## config.mk

```make
export PLATFORM = sky130hd
export DESIGN_NAME = periodic_task_dispatcher_flat
export DESIGN_NICKNAME = d
export VERILOG_FILES = /design/src/ptd_pkg.sv /design/src/ptd_req_if.sv /design/src/ptd_rsp_if.sv /design/src/periodic_task_dispatcher.sv /design/src/ptd_cell.sv /design/src/flat_wrapper.sv
export VERILOG_INCLUDE_DIRS = /design/src /design/src/src
export SDC_FILE = /design/constraint.sdc
export NUM_CORES = 1
export LEC_CHECK = 0
export BUFFER_PORTS_ARGS = -buffer_cell sky130_fd_sc_hd__buf_2
export CORE_ASPECT_RATIO = 1.25
export CORE_MARGIN = 4
export CORE_UTILIZATION = 63
export DETAILED_ROUTE_END_ITERATION = 6
export PLACE_DENSITY = 0.81
export SYNTH_ARGS = -nofsm -noshare
export SYNTH_HDL_FRONTEND = slang
export SYNTH_SLANG_ARGS = --single-unit
```

## constraint.sdc

```tcl
create_clock -name clock -period 4.85 [get_ports clock]
set_input_delay 0.7275 -clock clock [delete_from_list [all_inputs] [get_ports clock]]
set_output_delay 0.7275 -clock clock [all_outputs]
set_load 0.02 [all_outputs]
```

## src/periodic_task_dispatcher_assert.svh

```systemverilog
// Assertion macros for the periodic task dispatcher.
`ifndef PERIODIC_TASK_DISPATCHER_ASSERT_SVH
`define PERIODIC_TASK_DISPATCHER_ASSERT_SVH

`ifndef SYNTHESIS
// Same-cycle implication.
`define PTD_ASSERT_HOLDS(label, clk, rst, ante, cons) \
   label: assert property (@(posedge clk) disable iff (rst) (ante) |-> (cons)) \
      else $error("ptd: same-cycle check failed");
// Next-cycle implication.
`define PTD_ASSERT_NEXT(label, clk, rst, ante, cons) \
   label: assert property (@(posedge clk) disable iff (rst) (ante) |=> (cons)) \
      else $error("ptd: next-cycle check failed");
`else
`define PTD_ASSERT_HOLDS(label, clk, rst, ante, cons)
`define PTD_ASSERT_NEXT(label, clk, rst, ante, cons)
`endif

`endif

```

## src/ptd_pkg.sv

```systemverilog
// Shared types, constants and slot update function of the periodic task dispatcher.
package ptd_pkg;

   localparam int TASK_SLOTS = 8;
   localparam int TICK_WIDTH = 16;
   localparam int SLOT_W     = (TASK_SLOTS > 1) ? $clog2(TASK_SLOTS) : 1;

   // Operation codes
   localparam logic [2:0] OP_TICK    = 3'd0;
   localparam logic [2:0] OP_CREATE  = 3'd1;
   localparam logic [2:0] OP_DELETE  = 3'd2;
   localparam logic [2:0] OP_RESUME  = 3'd3;
   localparam logic [2:0] OP_SUSPEND = 3'd4;

   // Status codes
   localparam logic [1:0] STATUS_OK    = 2'd0;
   localparam logic [1:0] STATUS_USED  = 2'd1;
   localparam logic [1:0] STATUS_EMPTY = 2'd2;
   localparam logic [1:0] STATUS_RANGE = 2'd3;

   // Requested state codes at create
   localparam logic [1:0] INIT_READY     = 2'd0;
   localparam logic [1:0] INIT_SUSPENDED = 2'd2;

   typedef enum logic [1:0] {
      RS_READY     = 2'd0,
      RS_BLOCKED   = 2'd1,
      RS_SUSPENDED = 2'd2
   } run_state_type;

   typedef struct packed {
      logic                  used;
      run_state_type         run_state;
      logic [TICK_WIDTH-1:0] period;
      logic [TICK_WIDTH-1:0] countdown;
   } slot_type;

   typedef struct packed {
      slot_type slot;
      logic     dispatch;
   } eval_type;

   typedef struct packed {
      logic [2:0]  operation;
      logic [7:0]  task_slot;
      logic [15:0] period_ticks;
      logic [15:0] first_delay;
      logic [1:0]  initial_state;
   } req_payload_type;

   typedef struct packed {
      logic [1:0] status;
      logic       dispatch_valid;
      logic [5:0] dispatched_slot;
      logic       last;
   } rsp_payload_type;

   // One tick's worth of update for a single slot.
   function automatic eval_type slot_eval(input slot_type cur);
      eval_type      res;
      run_state_type st;
      res          = '0;
      res.slot     = cur;
      res.dispatch = 1'b0;
      st           = cur.run_state;
      if (cur.used && (cur.run_state != RS_SUSPENDED)) begin
         if (cur.countdown == '0) begin
            st = RS_READY;
         end
         if (st == RS_READY) begin
            res.slot.countdown = cur.period - TICK_WIDTH'(1);
            res.slot.run_state = RS_BLOCKED;
            res.dispatch       = 1'b1;
         end else begin
            res.slot.countdown = cur.countdown - TICK_WIDTH'(1);
            res.slot.run_state = st;
         end
      end
      return res;
   endfunction

endpackage

```

## src/ptd_req_if.sv

```systemverilog
// Request channel of the periodic task dispatcher.
interface ptd_req_if;
   import ptd_pkg::*;

   logic            valid;
   logic            ready;
   req_payload_type payload;

   modport source (output valid, output payload, input ready);
   modport sink   (input valid, input payload, output ready);
endinterface

```

## src/ptd_rsp_if.sv

```systemverilog
// Response channel of the periodic task dispatcher.
interface ptd_rsp_if;
   import ptd_pkg::*;

   logic            valid;
   logic            ready;
   rsp_payload_type payload;

   modport source (output valid, output payload, input ready);
   modport sink   (input valid, input payload, output ready);
endinterface

```

## src/periodic_task_dispatcher.sv

```systemverilog
// Top level of the periodic task dispatcher: slot ring, sequencer and response register.
`include "periodic_task_dispatcher_assert.svh"

// Periodic task dispatcher. Holds TASK_SLOTS task slots in a ring of cells; slot
// index is priority, lowest first. Create, delete, resume and suspend each give a
// single transfer carrying the status. A tick rotates the ring once through the
// head cell, one slot per cycle while no earlier dispatch is held up by the
// response side. From its transfer to the next request a tick goes through the
// accepting idle state, the walk of every slot and the closing flush state, plus
// any stalls of the response side. It gives one transfer per dispatched slot in
// slot order, the final one flagged with last, or a single transfer with
// dispatch_valid low when nothing was due. One item is in flight at a time; a
// request is taken only when the output register is empty or its result leaves
// in that same cycle. No clearing pass after reset: used marks and states reset
// at once.
module periodic_task_dispatcher (
   input logic      clock,
   input logic      reset,
   ptd_req_if.sink  req_bus,
   ptd_rsp_if.source rsp_bus
);
   import ptd_pkg::*;

   typedef enum logic [1:0] {
      S_IDLE,
      S_WALK,
      S_FLUSH
   } fsm_type;

   localparam logic [SLOT_W-1:0] LAST_STEP = SLOT_W'(TASK_SLOTS - 1);

   // Sequencer registers
   fsm_type         state_ff, state_in;
   logic [SLOT_W-1:0] step_ff, step_in;
   logic            pend_valid_ff, pend_valid_in;
   logic [5:0]      pend_slot_ff, pend_slot_in;
   logic            rsp_valid_ff, rsp_valid_in;
   rsp_payload_type rsp_payload_ff, rsp_payload_in;

   // Ring
   slot_type        cell_q [TASK_SLOTS];
   slot_type        wr_data;
   logic            wr_apply;
   logic            shift_en;
   eval_type        head_eval;

   // Request decode
   req_payload_type   req;
   logic              accept;
   logic              in_range;
   logic [SLOT_W-1:0] sel_idx;
   slot_type          sel;
   logic [1:0]        op_status;
   logic [TICK_WIDTH-1:0] period_cut;
   run_state_type     init_state;

   // Output side
   logic            out_free;
   logic            push;
   rsp_payload_type push_data;

   assign req      = req_bus.payload;
   assign out_free = !rsp_valid_ff || rsp_bus.ready;
   assign req_bus.ready = (state_ff == S_IDLE) && out_free;
   assign accept   = req_bus.valid && req_bus.ready;

   assign rsp_bus.valid   = rsp_valid_ff;
   assign rsp_bus.payload = rsp_payload_ff;

   // Head cell always holds the slot being walked.
   assign head_eval = slot_eval(cell_q[0]);

   genvar gi;
   generate
      for (gi = 0; gi < TASK_SLOTS; gi++) begin : g_cell
         slot_type next_data;
         logic     wr_en;
         if (gi == TASK_SLOTS - 1) begin : g_wrap
            assign next_data = head_eval.slot;   // updated head re-enters at the tail
         end else begin : g_pass
            assign next_data = cell_q[gi+1];
         end
         assign wr_en = wr_apply && (sel_idx == SLOT_W'(gi));
         ptd_cell u_cell (
            .clock      (clock),
            .reset      (reset),
            .shift_en   (shift_en),
            .shift_data (next_data),
            .write_en   (wr_en),
            .write_data (wr_data),
            .slot_q     (cell_q[gi])
         );
      end
   endgenerate

   // Register operations: status and the slot image to write back
   assign in_range   = req.task_slot < 8'(TASK_SLOTS);
   assign sel_idx    = req.task_slot[SLOT_W-1:0];
   assign sel        = cell_q[sel_idx];
   assign period_cut = (TICK_WIDTH'(req.period_ticks) == '0) ? TICK_WIDTH'(1)
                                                             : TICK_WIDTH'(req.period_ticks);

   always_comb begin
      priority if (req.initial_state == INIT_READY) begin
         init_state = RS_READY;
      end else if (req.initial_state == INIT_SUSPENDED) begin
         init_state = RS_SUSPENDED;
      end else begin
         init_state = RS_BLOCKED;   // blocked, and the unused fourth code
      end
   end

   always_comb begin
      logic do_write;
      do_write  = 1'b0;
      wr_data   = sel;
      op_status = STATUS_OK;
      unique case (req.operation)
         OP_CREATE: begin
            if (sel.used) begin
               op_status = STATUS_USED;
            end else begin
               do_write  = 1'b1;
               wr_data   = '{used: 1'b1, run_state: init_state, period: period_cut,
                             countdown: TICK_WIDTH'(req.first_delay)};
            end
         end
         OP_DELETE, OP_RESUME, OP_SUSPEND: begin
            if (!sel.used) begin
               op_status = STATUS_EMPTY;
            end else begin
               do_write = 1'b1;
               unique case (req.operation)
                  OP_DELETE:  wr_data.used      = 1'b0;
                  OP_RESUME:  wr_data.run_state = RS_BLOCKED;
                  default:    wr_data.run_state = RS_SUSPENDED;
               endcase
            end
         end
         default: begin
            // tick, or an unknown code that is simply acknowledged
         end
      endcase
      if (!in_range && (req.operation == OP_CREATE || req.operation == OP_DELETE ||
                        req.operation == OP_RESUME || req.operation == OP_SUSPEND)) begin
         op_status = STATUS_RANGE;
         do_write  = 1'b0;
      end
      wr_apply = accept && do_write;
   end

   // Sequencer. A dispatch is held back until the next dispatch or the flush state so the final one can carry last.
   always_comb begin
      state_in      = state_ff;
      step_in       = step_ff;
      pend_valid_in = pend_valid_ff;
      pend_slot_in  = pend_slot_ff;
      shift_en      = 1'b0;
      push          = 1'b0;
      push_data     = '{status: STATUS_OK, dispatch_valid: 1'b0,
                        dispatched_slot: 6'd0, last: 1'b1};
      unique case (state_ff)
         S_IDLE: begin
            if (accept) begin
               if (req.operation == OP_TICK) begin
                  state_in      = S_WALK;
                  step_in       = '0;
                  pend_valid_in = 1'b0;
               end else begin
                  push             = 1'b1;
                  push_data.status = op_status;
               end
            end
         end
         S_WALK: begin
            // Stall only when an earlier dispatch has to leave and cannot.
            if (!(head_eval.dispatch && pend_valid_ff) || out_free) begin
               shift_en = 1'b1;
               if (head_eval.dispatch) begin
                  if (pend_valid_ff) begin
                     push      = 1'b1;
                     push_data = '{status: STATUS_OK, dispatch_valid: 1'b1,
                                   dispatched_slot: pend_slot_ff, last: 1'b0};
                  end
                  pend_valid_in = 1'b1;
                  pend_slot_in  = 6'(step_ff);
               end
               if (step_ff == LAST_STEP) begin
                  state_in = S_FLUSH;
               end else begin
                  step_in = SLOT_W'(step_ff + 1'b1);
               end
            end
         end
         S_FLUSH: begin
            if (out_free) begin
               push = 1'b1;
               if (pend_valid_ff) begin
                  push_data = '{status: STATUS_OK, dispatch_valid: 1'b1,
                                dispatched_slot: pend_slot_ff, last: 1'b1};
               end
               state_in = S_IDLE;
            end
         end
         default: begin
            state_in = S_IDLE;
         end
      endcase

      // Output register: a new result replaces one that is leaving this cycle.
      if (push) begin
         rsp_valid_in   = 1'b1;
         rsp_payload_in = push_data;
      end else begin
         rsp_valid_in   = rsp_valid_ff && !rsp_bus.ready;
         rsp_payload_in = rsp_payload_ff;
      end
   end

   always_ff @(posedge clock) begin
      if (reset) begin
         state_ff      <= S_IDLE;
         pend_valid_ff <= 1'b0;
         rsp_valid_ff  <= 1'b0;
      end else begin
         state_ff       <= state_in;
         step_ff        <= step_in;
         pend_valid_ff  <= pend_valid_in;
         pend_slot_ff   <= pend_slot_in;
         rsp_valid_ff   <= rsp_valid_in;
         rsp_payload_ff <= rsp_payload_in;
      end
   end

   // A taken tick starts the walk.
   `PTD_ASSERT_NEXT(a_tick_starts_walk, clock, reset, accept && req.operation == OP_TICK, state_ff == S_WALK)
   // Dispatches pushed mid-walk are never the final transfer.
   `PTD_ASSERT_HOLDS(a_walk_push_not_last, clock, reset, state_ff == S_WALK && push, push_data.dispatch_valid && !push_data.last)
   // The walk only closes after the last slot went through the head.
   `PTD_ASSERT_HOLDS(a_flush_after_full_walk, clock, reset, state_ff == S_FLUSH, step_ff == LAST_STEP)

endmodule

```

## src/ptd_cell.sv

```systemverilog
// One task slot cell of the dispatcher ring.
module ptd_cell (
   input  logic             clock,
   input  logic             reset,
   input  logic             shift_en,
   input  ptd_pkg::slot_type shift_data,
   input  logic             write_en,
   input  ptd_pkg::slot_type write_data,
   output ptd_pkg::slot_type slot_q
);
   import ptd_pkg::*;

   logic                  used_ff;
   run_state_type         state_ff;
   logic [TICK_WIDTH-1:0] period_ff;
   logic [TICK_WIDTH-1:0] count_ff;
   slot_type              slot_in;

   // Direct write wins; the ring only moves during a tick.
   always_comb begin
      priority if (write_en) begin
         slot_in = write_data;
      end else if (shift_en) begin
         slot_in = shift_data;
      end else begin
         slot_in = slot_q;
      end
   end

   always_ff @(posedge clock) begin
      if (reset) begin
         used_ff  <= 1'b0;
         state_ff <= RS_READY;
      end else begin
         used_ff  <= slot_in.used;
         state_ff <= slot_in.run_state;
      end
   end

   always_ff @(posedge clock) begin
      period_ff <= slot_in.period;
      count_ff  <= slot_in.countdown;
   end

   assign slot_q = '{used: used_ff, run_state: state_ff,
                     period: period_ff, countdown: count_ff};

endmodule

```

## src/flat_wrapper.sv

```systemverilog
// flat-port wrapper written by rule: the top's interface ports become plain ports
module periodic_task_dispatcher_flat import ptd_pkg::*;
  (clock, reset, req_bus_valid, req_bus_payload, req_bus_ready, rsp_bus_valid, rsp_bus_payload, rsp_bus_ready);
  ptd_req_if req_bus_i ();
  ptd_rsp_if rsp_bus_i ();
  input logic clock;
  input logic reset;
  input wire logic [$bits(req_bus_i.valid)-1:0] req_bus_valid;
  input wire logic [$bits(req_bus_i.payload)-1:0] req_bus_payload;
  output wire logic [$bits(req_bus_i.ready)-1:0] req_bus_ready;
  output wire logic [$bits(rsp_bus_i.valid)-1:0] rsp_bus_valid;
  output wire logic [$bits(rsp_bus_i.payload)-1:0] rsp_bus_payload;
  input wire logic [$bits(rsp_bus_i.ready)-1:0] rsp_bus_ready;
  assign req_bus_i.valid = req_bus_valid;
  assign req_bus_i.payload = req_bus_payload;
  assign req_bus_ready = req_bus_i.ready;
  assign rsp_bus_valid = rsp_bus_i.valid;
  assign rsp_bus_payload = rsp_bus_i.payload;
  assign rsp_bus_i.ready = rsp_bus_ready;
  periodic_task_dispatcher u_core (.clock(clock), .reset(reset), .req_bus(req_bus_i), .rsp_bus(rsp_bus_i));
endmodule
```

Yosys cells after proc, flatten, opt, wreduce, memory -nomap -nowiden
Index checks and enable logic that the tools add are counted.
- register bits: 300
- output and inout bits: 12
- word-level logic and storage cells: 195
- add/sub/neg operators: 3
- magnitude comparators: 2
- equality and inequality tests: 23
- mux-type cells: 78
- bitwise logic cells: 2
- reductions and logical operators: 46
- operator list (operator ; number):
    two-way mux 35 bit ; 18
    binary-select mux 35 bit (select 3 bit) ; 1
    two-way mux 34 bit ; 1
    zero test 16 bit ; 2
    two-way mux 16 bit ; 2
    two-way mux 32 bit ; 1
    subtractor 16 x 1 -> 16 bit (second input constant) ; 2
    two-way mux 2 bit ; 15
    two-way mux 8 bit ; 3
    two-way mux 10 bit ; 2
    two-way mux 1 bit ; 19
    equality test 3 bit (second input constant) ; 6
    nonzero test 2 bit ; 9
    two-way mux 17 bit ; 1
    case mux 8 bit (2 select lines) ; 1
    logical AND 1 bit ; 15
    two-way mux 3 bit ; 5
    equality test 3 x 2 -> 1 bit (second input constant) ; 4
    case mux 2 bit (3 select lines) ; 2
    case mux 3 bit (2 select lines) ; 2
    != test 2 x 1 -> 1 bit (second input constant) ; 5
    AND reduction 5 bit ; 2
    less-than comparator 8 x 4 -> 1 bit (second input constant) ; 1
    case mux 2 bit (2 select lines) ; 2
    18 further kinds ; 33

Depth between registers and ports, before layout
Gate-level depths: netlist of run 1.
- word-level depth: 13
- depth in mapped cells: 15
- mapped depth without buffers: 12

Cells and area by module
A second synthesis of run 1 with hierarchy kept.
- cell total of the unflattened synthesis: 1175
- area total of the unflattened synthesis: 17948.5 sq um
- by module, submodules not included (module ; times used ; cells an instance ; area each (sq um)):
    ptd_cell ; 8 ; 83 ; 1661.6
    periodic_task_dispatcher ; 1 ; 511 ; 4655.7

Worst setup path after synthesis of run 1
Ideal clock, no wire load.
- path type: register to register
- start: register u_core.g_cell[0].u_cell.count_ff[10]
- end: register u_core.g_cell[7].u_cell.count_ff[12], data pin
- library setup time: 275 ps
- arrival: 3697 ps
- data required time: 4575 ps
- slack: 879 ps
- stages on the path, launching flop included: 16
- clock period less this slack: 3971 ps
- cell sequence: edfxtp_1 or3_1 clkbuf_1 nor2_1 a21o_1 buf_2 buf_2 mux2i_1 ha_1 or4b_2 nor3_1 a2bb2o_1 o21bai_1 or3_1 a31oi_1 mux2i_1
- RTL lines (item ; RTL line ; text):
    start: declaration ; ptd_cell.sv:16 ; logic [TICK_WIDTH-1:0] count_ff;
    start signal: assignment ; ptd_cell.sv:42 ; count_ff <= slot_in.countdown;
    end signal: assignment ; ptd_cell.sv:42 ;
    end: declaration ; ptd_cell.sv:16 ;

==> results of run 1 <==
## flip-flops by register name, indices dropped and copies added, names as in the netlist
| name | count |
|---|---|
| u_core.rsp_bus.valid | 1 |
| u_core.pend_slot_ff | 3 |
| u_core.g_cell.u_cell.count_ff | 128 |
| u_core.g_cell.u_cell.period_ff | 128 |
| u_core.step_ff | 3 |
| u_core.g_cell.u_cell.used_ff | 8 |
| u_core.g_cell.u_cell.state_ff | 16 |
| u_core.state_ff | 2 |
| u_core.rsp_bus.payload | 7 |
| u_core.pend_valid_ff | 1 |
## power groups by stage
stage	Clock, W	Combinational (W)	Sequential, W
floorplan	0	0.00153	0.00420
global placement	0	0.00221	0.00432
detailed placement	0	0.00230	0.00436
CTS	0.00231	0.00232	0.00432
global route	0.00242	0.00255	0.00440
finish	0.00230	0.00234	0.00434
## per-stage QoR
step / area [sq um] / utilization (%) / total power, W
2_1_floorplan: 15900 / - / 0.005731
3_3_place_gp: 16470 / 66.77 / 0.006534
3_5_place_dp: 16470 / 66.77 / 0.006661
4_1_cts: 17420 / 70.65 / 0.008939
5_1_grt: 17420 / 70.65 / 0.009361
6_report: 17420 / 70.65 / 0.008969
## area by class of cell
| type | instances | area, sq um |
|---|---|---|
| clock buffers | 44 | 844.6 |
| well taps | 330 | 412.9 |
| multi-input cells | 1007 | 6777 |
| inverters | 8 | 30.03 |
| flip-flops and latches | 297 | 8638 |
| repair buffers | 88 | 610.6 |
| fillers | 1751 | 7239 |
| clock inverters | 12 | 111.4 |
## metal layers
metal	up-vias	share of wire, %	wire [um]
met5	-	0	0
met4	0	3.4	1446
met3	92	8.8	3685
met2	634	50	21110
met1	5729	38	15850
li1	5341	-	-
## worst max-delay path, cell delays in order (launching register included)
cell      delay (ns)
edfxtp_1        0.49
nor3_1          0.44
and4_1          0.41
a21o_1          0.29
mux2i_1         0.28
ha_1            0.28
or4b_2          0.68
nor3_1          0.15
a2bb2o_1        0.17
o21bai_1        0.19
or3_1           0.41
a31oi_1         0.17
mux2i_1         0.09
## cells by family after synthesis
logic type / Yosys count
simple gates: 446
buf+inv: 115
other cells: 1
flops: 297
xor+xnor: 7
mux: 155
fa+ha+maj: 7
compound gates: 389
## placed cells by master, fill, tap and decap left out, types with 6 or more instances in the layout
cell	instances
ha_1	7
or3_1	9
mux4_2	68
buf_12	7
nand3_1	14
clkbuf_1	11
nor2b_1	17
nor3_1	23
mux2i_1	66
and2_1	13
dfxtp_1	28
buf_2	55
clkinv_1	6
nand2_2	8
inv_1	8
buf_4	26
o21ai_0	211
o21ai_1	46
a21oi_1	52
nand2_1	271
clkbuf_16	31
a211oi_1	30
edfxtp_1	269
mux2_2	20
a21o_1	6
nor2_1	51
## how the worst max path moves through the flow
stage                                         start                              endpoint  slack (ns)  cells past startpoint
2_1_floorplan  u_core.g_cell[0].u_cell.count_ff[10]  u_core.g_cell[7].u_cell.count_ff[12]        0.88                     15
3_3_place_gp    u_core.g_cell[0].u_cell.count_ff[2]  u_core.g_cell[7].u_cell.count_ff[12]        0.74                     12
3_5_place_dp    u_core.g_cell[0].u_cell.count_ff[2]  u_core.g_cell[7].u_cell.count_ff[12]        0.66                     12
4_1_cts         u_core.g_cell[0].u_cell.count_ff[2]  u_core.g_cell[7].u_cell.count_ff[12]        0.63                     12
5_1_grt         u_core.g_cell[0].u_cell.count_ff[2]  u_core.g_cell[7].u_cell.count_ff[12]        0.32                     12
6_report        u_core.g_cell[0].u_cell.count_ff[2]  u_core.g_cell[7].u_cell.count_ff[12]        0.51                     12
==> metrics.txt, run 1 <==
setup slack, reg-to-reg=0.51 ns; die area=27,850 sq um; share of the synthesized area in the top cell type=50.83%; post-synthesis simple-gate area fraction=12.31%; Iteration-0 DRC Markers=1,339; post-synth top area cell=edfxtp_1; busiest grt layer=met2; top-count cell post-synth=nand2_1; worst slew pin tran=1.102 ns; Final Setup Violations=0; Final GP Congestion=0.9207; DRC=0; number of global-route vias before repair=11.75k; Post-Syn Area per Cell=11.22 sq um; Inserted Clock Buffers=30; Vias/cell=6.605; die width=150.1 um; Synth cell types=65; M1 GR Usage=39.23%; # IOs=61; largest net degree at the start of global routing=71; # clock sinks=297; DP HPWL=25,880 um; Hold Path Depth=0; row cnt=64; crit path time final=4.340 ns; core area=24,660 sq um; Synth Area in Compound Gates=13.76%; antenna cells=0; TritonRoute pass-1 iters=5; Slew Viols, Final=0; Power Density=514.7 nW/um^2; P_leak=6.533 nW; Syn Inst Count=1,417; main combinational cell family by area after synthesis=multiplexers; Remaining Overflow, GRT=0; highest clock rate=0.2304 GHz; clock share of power=25.6%; ys flop type=edfxtp_1; Fin. Hold Viols=0; final setup margin=0.5102 ns; die height=185.6 um; Place WS=0.6564 ns; clk buf depth=3; placed cell count=1,730; status=finished clean; number of synthesized flops with an enable pin=269; Post-CTS Setup Bufs=0; Seq pwr share=48.3%; met3 usage=4.286%; top area cells in the synthesized netlist=edfxtp_1 (51%), mux4_2 (9.6%), o21ai_0 (6.6%); hold_sp=u_core.step_ff[2]; CP Max Fanout=7; Combinational Power Share=26.1%; hold slack=0.4604 ns; H-tree depth=1; Sw Share=32.59%; critical path class=register to register; CTS tree=done; drt total wl=42,100 um; via count=11.80k; Worst-Skew Late Latency=0.57 ns; Synth Area in Adders=0.5511%; Final TNS setup=0 ns; Port Buf Inserts=57; WL per Instance=23.57 um; clk slew on worst S/H paths=0.07 ns; Initial Utilization=64.44%; startpoint type of the worst setup path=register; R2R Path Start=u_core.g_cell[0].u_cell.count_ff[2]; worst vdd ir=346.4 uV; Worst EP arrival=4.63 ns; Hold/Removal Path Class=register to register; r2r worst-path depth=12; Area growth, synth to finish=9.636%; fin cells=1,786; initial antenna violation count=0; Final period util=89.48%; number of synthesis warnings=0; ys async rst share=0%; XOR/XNOR Fraction of Synth Area=0.3858%; DRT antenna net count=0; root buf cell=clkbuf_16; first-pass GRT wire length=65,340 um; met2 usage=53.16%; nets=1,488; internal power=0.006046 W; element type at the critical path end=register; FF-to-FF End=u_core.g_cell[7].u_cell.count_ff[12]; unrepaired setup endpoints after global routing=false; Post-CTS Hold Fix Bufs=0; Synth Cell Area=15,890 sq um; share of cells above drive strength 1=16.69%; # resized after CTS=0; required time worst endpoint=5.14 ns; Max Cap Viol=0; Layout Skew=0.01305 ns; top cells by count, synth=nand2_1 (279), edfxtp_1 (269), o21ai_0 (211); hold endpoint=u_core.pend_slot_ff[2]; multiplexer share of the synthesized area=15.30%; relative max-transition margin=26.56%; post-synthesis sequential area ratio=54.35%; register bit total from synthesis=297; gr usage total=30.41%; NetSw=0.002923 W
(Power assumes the default switching activity.)
==> run 2: changes to the inputs <==
--- a/config.mk
+++ b/config.mk
@@ -8,7 +8,7 @@
 export LEC_CHECK = 0
 export BUFFER_PORTS_ARGS = -buffer_cell sky130_fd_sc_hd__buf_2
 export CORE_ASPECT_RATIO = 1.25
-export CORE_MARGIN = 4
+export CORE_MARGIN = 5
 export CORE_UTILIZATION = 63
 export DETAILED_ROUTE_END_ITERATION = 6
 export PLACE_DENSITY = 0.81
==> run 2 against run 1 <==
Net effect:
- count of clock-buffer cells in the layout fell by 5
- via count increased by 1.1%
- routed wire length increased by 0.30%
- final area is 0.75% lower
- critical path depth is the same
- largest power group unchanged
- total power shrank 2.8%
- combinational power about the same
- sequential share of layout area rose by 0.38 points
- clock power decreased by 10%
- critical endpoint unchanged
- maximum frequency is 6.4% higher
- non-clock buffer count increased by 3
==> metrics.txt, run 2 (synthesis gave the netlist of run 1 again) <==
H-tree depth=1; drt total wl=42,220 um; TritonRoute pass-1 iters=6; CP Launch Point=u_core.g_cell[0].u_cell.count_ff[9]; Slew Viols, Final=0; Vias/cell=6.659; Final TNS setup=0 ns; fillers=1,853; Iteration-0 DRC Markers=1,369; crit path time final=4.080 ns; Area growth, synth to finish=8.809%; element type at the critical path end=register; Fin. Hold Viols=0; initial antenna violation count=0; first-pass GRT wire length=66,670 um; row cnt=65; DRT antenna net count=0; R2R Path Start=u_core.g_cell[0].u_cell.count_ff[9]; Initial Utilization=63.45%; P_leak=6.491 nW; gr usage total=29.18%; die width=152.1 um; dpl cell area=16,450 sq um; Remaining Overflow, GRT=0; Inserted Clock Buffers=29; share of cells above drive strength 1=16.70%; Final period util=84.13%; clk slew on worst S/H paths=0.07 ns; relative max-transition margin=25.74%; core area=25,050 sq um; # IOs=61; worst slew pin tran=1.114 ns; nets=1,490; commonest non-fill, non-tap cell in the layout=nand2_1; Worst-Skew Late Latency=0.57 ns; setup slack, reg-to-reg=0.77 ns; FF-to-FF End=u_core.g_cell[7].u_cell.count_ff[12]; antenna cells=0; required time worst endpoint=5.12 ns; CTS tree=done; WL per Instance=23.59 um; Hold/Removal Path Class=register to register; Worst Setup EP=u_core.g_cell[7].u_cell.count_ff[12]; CP Max Fanout=7; die height=187.6 um; Final Setup Violations=0; most frequent cells in the layout=nand2_1 (273), edfxtp_1 (269), o21ai_0 (211); root buf cell=clkbuf_16; # resized after CTS=0; Max Cap Viol=0; via count=11.92k; critical path class=register to register; r2r worst-path depth=12; finished layout cell area=17,290 sq um; DP HPWL=26,220 um; Regs by FF count=u_core.g_cell.u_cell.count_ff (128), u_core.g_cell.u_cell.period_ff (128), u_core.g_cell.u_cell.state_ff (16); Post-CTS Hold Fix Bufs=0; # clock sinks=297; clk buf depth=3; Final GP Congestion=0.8997; Hold Path Depth=0; unrepaired setup endpoints after global routing=false; Finished Core Util=69.04%; Power Density=504.1 nW/um^2; worst vdd ir=331.9 uV; highest clock rate=0.2451 GHz; Post-CTS Setup Bufs=0; DRC=0; status=finished clean; Layout Skew=0.02065 ns; Port Buf Inserts=57; Worst EP arrival=4.35 ns; startpoint type of the worst setup path=register; die area=28,520 sq um; largest net degree at the start of global routing=71; number of global-route vias before repair=11.98k
==> run 2: changes by cell type in the layout (fill, tap and decap cells not counted) <==
cell       previous run  this run
clkinv_2              2         6
clkbuf_16            31        29
clkbuf_8              2         1
buf_12                7         4
buf_4                26        32
inv_8                 1         0
clkbuf_1             11         9
inv_6                 0         1
clkinv_1              6         5
nand2_1             271       273
bufinv_16             2         0
nand2_2               8         6
==> run 2: final cells by class <==
cell class | count | area [sq um] | area share, %
Tap cell | 335 | 419.2 | 2.424
Clock inverter | 13 | 65.06 | 0.3762
Multi-Input combinational cell | 1007 | 6771 | 39.16
Inverter | 8 | 30.03 | 0.1736
Sequential cell | 297 | 8638 | 49.95
Timing Repair Buffer | 91 | 595.6 | 3.444
Clock buffer | 39 | 773.2 | 4.471
==> run 2: worst min path at each step <==
stage	from	slack (ns)	end
3_3_place_gp	u_core.step_ff[2]	0.44	u_core.pend_slot_ff[2]
2_1_floorplan	u_core.step_ff[1]	0.43	u_core.pend_slot_ff[1]
6_report	u_core.step_ff[2]	0.48	u_core.pend_slot_ff[2]
3_5_place_dp	u_core.step_ff[2]	0.46	u_core.pend_slot_ff[2]
4_1_cts	u_core.step_ff[2]	0.47	u_core.pend_slot_ff[2]
5_1_grt	u_core.step_ff[2]	0.49	u_core.pend_slot_ff[2]
==> run 2: worst max-delay path: stages, from the launching register on <==
cell and delay [ns]:
edfxtp_1 0.49, or3_1 0.53, nor2_1 0.25, a21o_1 0.22
mux2i_1 0.26, ha_1 0.27, or4b_2 0.67, nor3_1 0.14
a2bb2o_1 0.17, o21bai_1 0.16, or3_1 0.40, a31oi_1 0.17
mux2i_1 0.09
==> run 2: metal layers <==
| layer | global-route usage [%] | part of all wire, % | routed length (um) | vias to the layer above |
|---|---|---|---|---|
| li1 | - | - | - | 5347 |
| met1 | 37.35 | 38 | 15940 | 5803 |
| met2 | 51.28 | 50 | 21190 | 662 |
| met3 | 4.224 | 8.5 | 3584 | 108 |
| met4 | 9.997 | 3.6 | 1507 | 0 |
| met5 | 0 | 0 | 0 | - |
==> run 2: power by group <==
group | total (W) | internal, W | switching (W)
registers | 0.00433 | 0.00388 | 0.000453
logic | 0.00231 | 0.000837 | 0.00148
clock network | 0.00207 | 0.00111 | 0.000961
==> run 2: stage by stage <==
| stage | hold WS [ns] | setup slack [ns] | cells | power (W) |
|---|---|---|---|---|
| after floorplan | 0.4307 | 0.8785 | 1419 | 0.005731 |
| after global placement | 0.4399 | 0.8991 | 1738 | 0.006501 |
| after detailed placement | 0.4593 | 0.8211 | 1738 | 0.006633 |
| after CTS | 0.4733 | 0.8095 | 1790 | 0.008698 |
| after global routing | 0.4944 | 0.5038 | 1790 | 0.009118 |
| final | 0.4790 | 0.7699 | 1790 | 0.008718 |
